==> src/hw/rtl/cmps_pkg.sv <==
`timescale 1ns / 1ps
`default_nettype none
// ----------------------------------------------------------------------------
// cmps_pkg
// Shared types and constants of the complex magnitude peak search.
// ----------------------------------------------------------------------------
package cmps_pkg;

  localparam int FRAME_GROUPS_W = 11;
  localparam logic [FRAME_GROUPS_W-1:0] FRAME_GROUPS_RST = 11'd256;
  localparam int GROUP_SHIFT = 2;
  localparam int SQRT_STEPS = 16;
  localparam int STEP_W = $clog2(SQRT_STEPS);
  localparam logic [31:0] SQRT_TOP_BIT = 32'h4000_0000;

  typedef struct packed {
    logic signed [15:0] real_part;
    logic signed [15:0] imag_part;
  } sample_t;

  typedef struct packed {
    logic [15:0] magnitude;
    logic        frame_done;
    logic [11:0] peak_index;
    logic [15:0] peak_magnitude;
  } result_t;

  typedef struct packed {
    logic load;
    logic square;
    logic sum;
    logic step;
    logic finish;
  } dp_cmd_t;

  typedef struct packed {
    logic out_free;
  } dp_status_t;

endpackage
`default_nettype wire

==> src/hw/rtl/cmps_in_if.sv <==
`timescale 1ns / 1ps
`default_nettype none
// ----------------------------------------------------------------------------
// cmps_in_if
// Request channel carrying one complex bin.
// ----------------------------------------------------------------------------
interface cmps_in_if;
  logic              valid;
  logic              ready;
  cmps_pkg::sample_t data;

  modport source (output valid, output data, input ready);
  modport sink (input valid, input data, output ready);
endinterface
`default_nettype wire

==> src/hw/rtl/cmps_out_if.sv <==
`timescale 1ns / 1ps
`default_nettype none
// ----------------------------------------------------------------------------
// cmps_out_if
// Result channel carrying magnitude and frame peak.
// ----------------------------------------------------------------------------
interface cmps_out_if;
  logic              valid;
  logic              ready;
  cmps_pkg::result_t data;

  modport source (output valid, output data, input ready);
  modport sink (input valid, input data, output ready);
endinterface
`default_nettype wire

==> src/hw/rtl/complex_magnitude_peak_search.sv <==
`timescale 1ns / 1ps
`default_nettype none
// ----------------------------------------------------------------------------
// complex_magnitude_peak_search
// Per-bin magnitude floor(sqrt(re^2+im^2)) and per-frame peak search.
//
//   channel   dir   width  contents
//   sample    in    32     real_part, imag_part (signed Q1.15)
//   result    out   45     magnitude, frame_done, peak_index, peak_magnitude
//   cfg       in    11     frame_groups (write only)
//
// One request runs through capture, squares, sum, 16 square root steps
// on the shared root-step adder, then peak update and result load.
// A new request is taken once the block is back in idle.
// A full result register that is not taken holds the block before the load.
// Reset is synchronous; frame_groups returns to 256, frame state to zero.
// ----------------------------------------------------------------------------
module complex_magnitude_peak_search #(
  parameter int MAX_BINS = 4096
) (
  input  logic                                clk,
  input  logic                                rst,
  cmps_in_if.sink                             sample,
  cmps_out_if.source                          result,
  input  logic                                cfg_we,
  input  logic [cmps_pkg::FRAME_GROUPS_W-1:0] cfg_wdata
);

  cmps_pkg::dp_cmd_t    cmd;
  cmps_pkg::dp_status_t status;

  cmps_ctrl u_ctrl (
    .clk       (clk),
    .rst       (rst),
    .req_valid (sample.valid),
    .req_ready (sample.ready),
    .status    (status),
    .cmd       (cmd)
  );

  cmps_dp #(
    .MAX_BINS (MAX_BINS)
  ) u_dp (
    .clk         (clk),
    .rst         (rst),
    .cmd         (cmd),
    .status      (status),
    .sample_data (sample.data),
    .cfg_we      (cfg_we),
    .cfg_wdata   (cfg_wdata),
    .res_valid   (result.valid),
    .res_ready   (result.ready),
    .res_data    (result.data)
  );

endmodule
`default_nettype wire

==> src/hw/rtl/cmps_ctrl.sv <==
`timescale 1ns / 1ps
`default_nettype none
// ----------------------------------------------------------------------------
// cmps_ctrl
// Sequencer: capture, square, sum, root steps, peak update and result load.
// ----------------------------------------------------------------------------
module cmps_ctrl (
  input  logic                   clk,
  input  logic                   rst,
  input  logic                   req_valid,
  output logic                   req_ready,
  input  cmps_pkg::dp_status_t   status,
  output cmps_pkg::dp_cmd_t      cmd
);

  typedef enum logic [4:0] {
    S_IDLE   = 5'b00001,
    S_SQUARE = 5'b00010,
    S_SUM    = 5'b00100,
    S_ROOT   = 5'b01000,
    S_FINISH = 5'b10000
  } ctrl_state_t;

  localparam logic [cmps_pkg::STEP_W-1:0] STEP_LAST =
    cmps_pkg::STEP_W'(cmps_pkg::SQRT_STEPS - 1);

  ctrl_state_t                 state;
  ctrl_state_t                 state_next;
  logic [cmps_pkg::STEP_W-1:0] step;
  logic [cmps_pkg::STEP_W-1:0] step_next;

  always_comb begin
    state_next = state;
    step_next  = step;
    req_ready  = 1'b0;
    cmd        = '0;
    unique case (state)
      S_IDLE: begin
        req_ready = 1'b1;
        if (req_valid) begin
          cmd.load   = 1'b1;
          state_next = S_SQUARE;
        end
      end
      S_SQUARE: begin
        cmd.square = 1'b1;
        state_next = S_SUM;
      end
      S_SUM: begin
        cmd.sum    = 1'b1;
        step_next  = '0;
        state_next = S_ROOT;
      end
      S_ROOT: begin
        cmd.step  = 1'b1;
        step_next = step + 1'b1;
        if (step == STEP_LAST) begin
          state_next = S_FINISH;
        end
      end
      S_FINISH: begin
        if (status.out_free) begin
          cmd.finish = 1'b1;
          state_next = S_IDLE;
        end
      end
      default: begin
        state_next = S_IDLE;
      end
    endcase
  end

  always_ff @(posedge clk) begin
    if (rst) begin
      state <= S_IDLE;
      step  <= '0;
    end else begin
      state <= state_next;
      step  <= step_next;
    end
  end

endmodule
`default_nettype wire

==> src/hw/rtl/cmps_dp.sv <==
`timescale 1ns / 1ps
`default_nettype none
// ----------------------------------------------------------------------------
// cmps_dp
// Datapath: squares, bit-pair square root, frame peak tracking, result register.
// ----------------------------------------------------------------------------
module cmps_dp #(
  parameter int MAX_BINS = 4096
) (
  input  logic                                  clk,
  input  logic                                  rst,
  input  cmps_pkg::dp_cmd_t                     cmd,
  output cmps_pkg::dp_status_t                  status,
  input  cmps_pkg::sample_t                     sample_data,
  input  logic                                  cfg_we,
  input  logic [cmps_pkg::FRAME_GROUPS_W-1:0]   cfg_wdata,
  output logic                                  res_valid,
  input  logic                                  res_ready,
  output cmps_pkg::result_t                     res_data
);

  localparam int CNT_W = $clog2(MAX_BINS);
  localparam int GMAX  = MAX_BINS >> cmps_pkg::GROUP_SHIFT;

  logic [cmps_pkg::FRAME_GROUPS_W-1:0] frame_groups;
  logic [16:0]      abs_re;
  logic [16:0]      abs_im;
  logic [16:0]      ext_re;
  logic [16:0]      ext_im;
  logic [30:0]      sq_re;
  logic [30:0]      sq_im;
  logic [33:0]      prod_re;
  logic [33:0]      prod_im;
  logic [31:0]      rem;
  logic [31:0]      root;
  logic [31:0]      bitv;
  logic [31:0]      trial;
  logic [CNT_W-1:0] bin_cnt;
  logic [15:0]      best_mag;
  logic [CNT_W-1:0] best_idx;
  logic [31:0]      groups_sat;
  logic [31:0]      last_idx;
  logic [15:0]      mag;
  logic             done;
  logic             better;

  assign ext_re  = {sample_data.real_part[15], sample_data.real_part};
  assign ext_im  = {sample_data.imag_part[15], sample_data.imag_part};
  assign prod_re = abs_re * abs_re;
  assign prod_im = abs_im * abs_im;
  assign trial   = root + bitv;
  assign mag     = root[15:0];

  always_comb begin
    groups_sat = 32'(frame_groups);
    if (groups_sat == 32'd0) begin
      groups_sat = 32'd1;
    end else if (groups_sat > 32'(GMAX)) begin
      groups_sat = 32'(GMAX);
    end
    last_idx = (groups_sat << cmps_pkg::GROUP_SHIFT) - 32'd1;
    done     = 32'(bin_cnt) >= last_idx;
    better   = !done && (bin_cnt != '0) && (mag > best_mag);
  end

  assign status.out_free = !res_valid || res_ready;

  always_ff @(posedge clk) begin
    if (rst) begin
      frame_groups <= cmps_pkg::FRAME_GROUPS_RST;
    end else if (cfg_we) begin
      frame_groups <= cfg_wdata;
    end
  end

  always_ff @(posedge clk) begin
    if (cmd.load) begin
      abs_re <= ext_re[16] ? (~ext_re + 17'd1) : ext_re;
      abs_im <= ext_im[16] ? (~ext_im + 17'd1) : ext_im;
    end
    if (cmd.square) begin
      sq_re <= prod_re[30:0];
      sq_im <= prod_im[30:0];
    end
    if (cmd.sum) begin
      rem  <= 32'(sq_re) + 32'(sq_im);
      root <= '0;
      bitv <= cmps_pkg::SQRT_TOP_BIT;
    end else if (cmd.step) begin
      if (rem >= trial) begin
        rem  <= rem - trial;
        root <= (root >> 1) + bitv;
      end else begin
        root <= root >> 1;
      end
      bitv <= bitv >> 2;
    end
  end

  always_ff @(posedge clk) begin
    if (rst) begin
      bin_cnt   <= '0;
      best_mag  <= '0;
      best_idx  <= '0;
      res_valid <= 1'b0;
    end else begin
      if (cmd.finish) begin
        res_valid <= 1'b1;
        if (done) begin
          bin_cnt  <= '0;
          best_mag <= '0;
          best_idx <= '0;
        end else begin
          bin_cnt <= bin_cnt + 1'b1;
          if (better) begin
            best_mag <= mag;
            best_idx <= bin_cnt;
          end
        end
      end else if (res_ready) begin
        res_valid <= 1'b0;
      end
    end
  end

  always_ff @(posedge clk) begin
    if (cmd.finish) begin
      res_data.magnitude <= mag;
      res_data.frame_done <= done;
      if (done) begin
        res_data.peak_index     <= 12'(best_idx);
        res_data.peak_magnitude <= best_mag;
      end else begin
        res_data.peak_index     <= '0;
        res_data.peak_magnitude <= '0;
      end
    end
  end

endmodule
`default_nettype wire

==> src/flat_wrapper.sv <==
// flat-port wrapper written by rule: the top's interface ports become plain ports
module complex_magnitude_peak_search_flat 
#(
  parameter int MAX_BINS = 4096
)
  (clk, rst, cfg_we, cfg_wdata, sample_valid, sample_data, sample_ready, result_valid, result_data, result_ready);
  cmps_in_if sample_i ();
  cmps_out_if result_i ();
  input  logic clk;
  input  logic rst;
  input  logic cfg_we;
  input  logic [cmps_pkg::FRAME_GROUPS_W-1:0] cfg_wdata;
  input wire logic [$bits(sample_i.valid)-1:0] sample_valid;
  input wire logic [$bits(sample_i.data)-1:0] sample_data;
  output wire logic [$bits(sample_i.ready)-1:0] sample_ready;
  output wire logic [$bits(result_i.valid)-1:0] result_valid;
  output wire logic [$bits(result_i.data)-1:0] result_data;
  input wire logic [$bits(result_i.ready)-1:0] result_ready;
  assign sample_i.valid = sample_valid;
  assign sample_i.data = sample_data;
  assign sample_ready = sample_i.ready;
  assign result_valid = result_i.valid;
  assign result_data = result_i.data;
  assign result_i.ready = result_ready;
  complex_magnitude_peak_search #(.MAX_BINS(MAX_BINS)) u_core (.clk(clk), .rst(rst), .sample(sample_i), .result(result_i), .cfg_we(cfg_we), .cfg_wdata(cfg_wdata));
endmodule
==> config.mk <==
export PLATFORM = sky130hd
export DESIGN_NAME = complex_magnitude_peak_search_flat
export DESIGN_NICKNAME = d
export VERILOG_FILES = /design/src/hw/rtl/cmps_pkg.sv /design/src/hw/rtl/cmps_in_if.sv /design/src/hw/rtl/cmps_out_if.sv /design/src/hw/rtl/complex_magnitude_peak_search.sv /design/src/hw/rtl/cmps_ctrl.sv /design/src/hw/rtl/cmps_dp.sv /design/src/flat_wrapper.sv
export SDC_FILE = /design/constraint.sdc
export NUM_CORES = 2
export LEC_CHECK = 0
export ABC_AREA = 0
export BUFFER_PORTS_ARGS = -buffer_cell sky130_fd_sc_hd__buf_2
export CELL_PAD_IN_SITES_DETAIL_PLACEMENT = 1
export CELL_PAD_IN_SITES_GLOBAL_PLACEMENT = 1
export CORE_AREA = 2 2 243 341
export DETAILED_ROUTE_END_ITERATION = 12
export DIE_AREA = 0 0 245 343
export PLACE_DENSITY = 0.68
export RECOVER_POWER = 100
export SETUP_SLACK_MARGIN = 0.5
export SYNTH_ARGS = -nofsm -noshare
export SYNTH_HDL_FRONTEND = slang
export SYNTH_HIERARCHICAL = 1
export SYNTH_SLANG_ARGS = --single-unit
==> constraint.sdc <==
create_clock -name clk -period 9.05 [get_ports clk]
set_input_delay 2.2625 -clock clk [delete_from_list [all_inputs] [get_ports clk]]
set_output_delay 2.2625 -clock clk [all_outputs]
set_load 0.01 [all_outputs]
==> impl_metrics.toml <==
[run_status]
violated_checks = "capacitance limit, slew limit"
status = "finished with violations"

[sta]
setup_total_negative_slack_ns = 0
grt_setup_unrepaired = "false"
number_of_hold_violations_in_the_final_report = 0
timing.max_slew.rel_slack_pct = -124.1
finalSetupViolations = 0
worst-slew-pin-transition_ns = 3.361
final-max-slew-violation-count = 340
achievable_frequency_mhz = 135.8
finalCritPeriodShare_pct = 81.36
final_period_minus_worst_setup_slack_ns = 7.363
finClkSkew_ns = 0.02013

[die]
floorplan.rows = 124
start_util_pct = 39.74
die_area_sq_mm = 0.08404
core_sq_mm = 0.08114
die_width_um = 245
boundaryPins = 95
die_height_um = 343

[finish]
antenna_cells = 0
most_common_library_cell_in_the_layout_ignoring_fill_and_taps = "inv_1"
finish.net_count = 4186
layout-area-overhead-vs-synth_pct = 7.419
final_cell_mix = "inv_1 (643), fa_1 (383), nand2_1 (328)"
post_route_cells_drive_above_1_share_pct = 4.164

[route]
drtPass1Iterations = 5
detail-route-antenna-nets = 0
detail_route.wirelength_um = 79750
vias = 23236
routed_wire_length_per_instance_um = 17.61
detail_route.vias_per_cell = 5.130
drt_iter0_markers = 670
remaining_routing_drc_violations = 0

[clocking]
postCtsHoldBufs = 0
clockRootBuffer = "clkbuf_16"
cts_tree = "yes"
cts.clk_slew.worst_paths_ns = 0.06
post-cts-setup-buffers = 0
resized_cells_post_cts = 0
clkSinkCount = 280
cts_made_buffers = 31
h_tree_levels = 1
clk_path_buf_depth = 3
insertion_delay_ns = 0.62

[place]
dpl.hpwl_um = 65400
numPortBuffers = 94
gpl.final_weighted_congestion = 0.8436

[run]
max_cap_viol_count = 7

[hold_path]
worst_hold_path_type = "flop to flop"
worstHoldStart = "u_core/u_dp/best_idx[7]"

[synth]
seq_total_area_yosys_pct = 22.69
synth-seq-cells = 280
number_of_synthesized_flops_with_an_enable_pin = 171
synth_cell_type_count = 92
yosysWarnings = 6
synth-async-reset-ratio_pct = 0
synth_ff_type = "edfxtp_1"
synthCells = 3402
synth_area_sq_mm = 0.03225
syn-mean-instance-area_sq_um = 9.479

[setup_path]
worst_ep_required_time_ns = 9.26
critical_path.max_fanout = 32
critical_path_arrival_ns = 7.58
cp-start-kind = "flop"
critical_path.reg2reg.startpoint = "u_core/u_dp/root[6]"
worst-setup-path-type = "flop to flop"
setup.worst_path.end_class = "flop"
setup.worst_path.start = "u_core/u_dp/root[6]"

[global_route]
grt_overflow = 0
grt_resource_usage_total_pct = 19.40
grt_first_pass_wirelength_um = 131000
grt_antenna_before_repair = 0
maximum_number_of_pins_on_one_net_before_global_route_repair = 63
via_count_of_the_first_global_routing_pass = 25739
-- kinds of logic (layout without fill, tap and decap cells) --
family | after synthesis | after routing | share of synthesized area (%)
AO/OA/AOI/OAI | 532 | 532 | 11.43
XOR/XNOR | 208 | 208 | 5.649
adder cells (fa/ha/maj) | 705 | 705 | 36.27
buffers and inverters | 753 | 808 | 9.009
flip-flops | 280 | 280 | 22.69
multiplexers | 69 | 69 | 2.165
other | 1 | 2 | 0.01163
AND/OR/NAND/NOR | 854 | 854 | 12.78
-- worst max-delay path, stage by stage, from the launching register on --
cell and delay [ns]:
dfxtp_1 0.57, ha_1 0.32, a21oi_1 0.07, a211oi_1 0.67
a311oi_1 0.27, o21bai_1 0.38, a21o_1 0.23, a31oi_1 0.17
xor2_1 0.19, ha_1 0.45, nand4_1 0.18, nor4_1 0.46
o211ai_1 0.25, o211ai_1 0.24, a311o_1 0.23, clkbuf_1 0.97
a21o_1 1.26
-- state kept, by name, indices dropped and copies added, names as in the netlist --
| register | count |
|---|---|
| u_core/u_ctrl/step | 4 |
| u_core/u_dp/bin_cnt | 12 |
| u_core/u_dp/best_idx | 12 |
| u_core/u_dp/sq_re | 30 |
| u_core/u_dp/rem | 32 |
| u_core/u_dp/sq_im | 30 |
| u_core/u_dp/bitv | 16 |
| u_core/u_dp/frame_groups | 11 |
| u_core/u_ctrl/state | 5 |
| u_core/u_dp/abs_im | 17 |
| u_core/u_dp/abs_re | 17 |
| u_core/u_dp/res_data | 45 |
| u_core/u_dp/root | 32 |
| u_core/u_dp/res_valid | 1 |
| u_core/u_dp/best_mag | 16 |
-- final cells by class --
type	count	area, sq um
sequential	280	7317
inverter	645	2421
multi-input combinational	2370	21980
clock inverter	21	292.8
timing repair buffer	105	451.7
fill	9357	46500
tap	1071	1340
clock buffer	37	839.6
-- cells in the mapped netlist (20+ instances only) --
library cell | number | area share (%)
nand2_1 | 328 | 3.8
edfxtp_1 | 171 | 16
o31ai_1 | 20 | 0.47
o21ai_0 | 79 | 1.2
mux2i_1 | 63 | 2.0
o21bai_1 | 23 | 0.54
xor2_1 | 71 | 1.9
nor2_1 | 170 | 2.0
fa_1 | 383 | 24
inv_1 | 643 | 7.5
ha_1 | 322 | 12
nand4_1 | 28 | 0.54
o21a_1 | 32 | 0.74
a21o_1 | 74 | 1.7
dfxtp_1 | 109 | 6.8
nor3_1 | 27 | 0.42
a211oi_1 | 21 | 0.49
a21oi_1 | 124 | 1.9
and2_1 | 114 | 2.2
nor2b_1 | 22 | 0.43
xnor2_1 | 137 | 3.7
nand3_1 | 30 | 0.47
clkbuf_1 | 78 | 0.91
a31oi_1 | 36 | 0.70
and3_1 | 44 | 0.85
-- final timing paths --
kind | to | slack, ns | cells past startpoint
worst max-delay path | u_core/u_dp/rem[20] | 1.69 | 16
worst min register to register | u_core/u_dp/best_idx[7] | 0.46 | 2
worst max register to register | u_core/u_dp/rem[20] | 1.69 | 16
worst min-delay path | u_core/u_dp/best_idx[7] | 0.46 | 2
-- per-layer routing --
layer,GRT usage (%),up-vias,wire length [um]
li1,-,11198,-
met1,20.42,11629,29820
met2,39.59,266,45310
met3,1.400,143,1607
met4,6.949,0,3016
met5,0,-,0
-- metrics by stage --
stage                     util [%]  setup WS (ns)  instance area (sq um)  hold WS, ns  std cells
after floorplan                  -          2.720                  32250       0.4336       3403
after global placement       41.49          2.136                  33670       0.4414       4471
after detailed placement     41.49          2.038                  33670       0.4531       4471
after CTS                    42.89          2.017                  34800       0.4619       4529
after global routing         42.69          1.222                  34640       0.4803       4529
final                        42.69          1.687                  34640       0.4551       4529
Power is not shown: default switching activity piles up to over one toggle a cycle in this logic, so the estimate is an artifact.
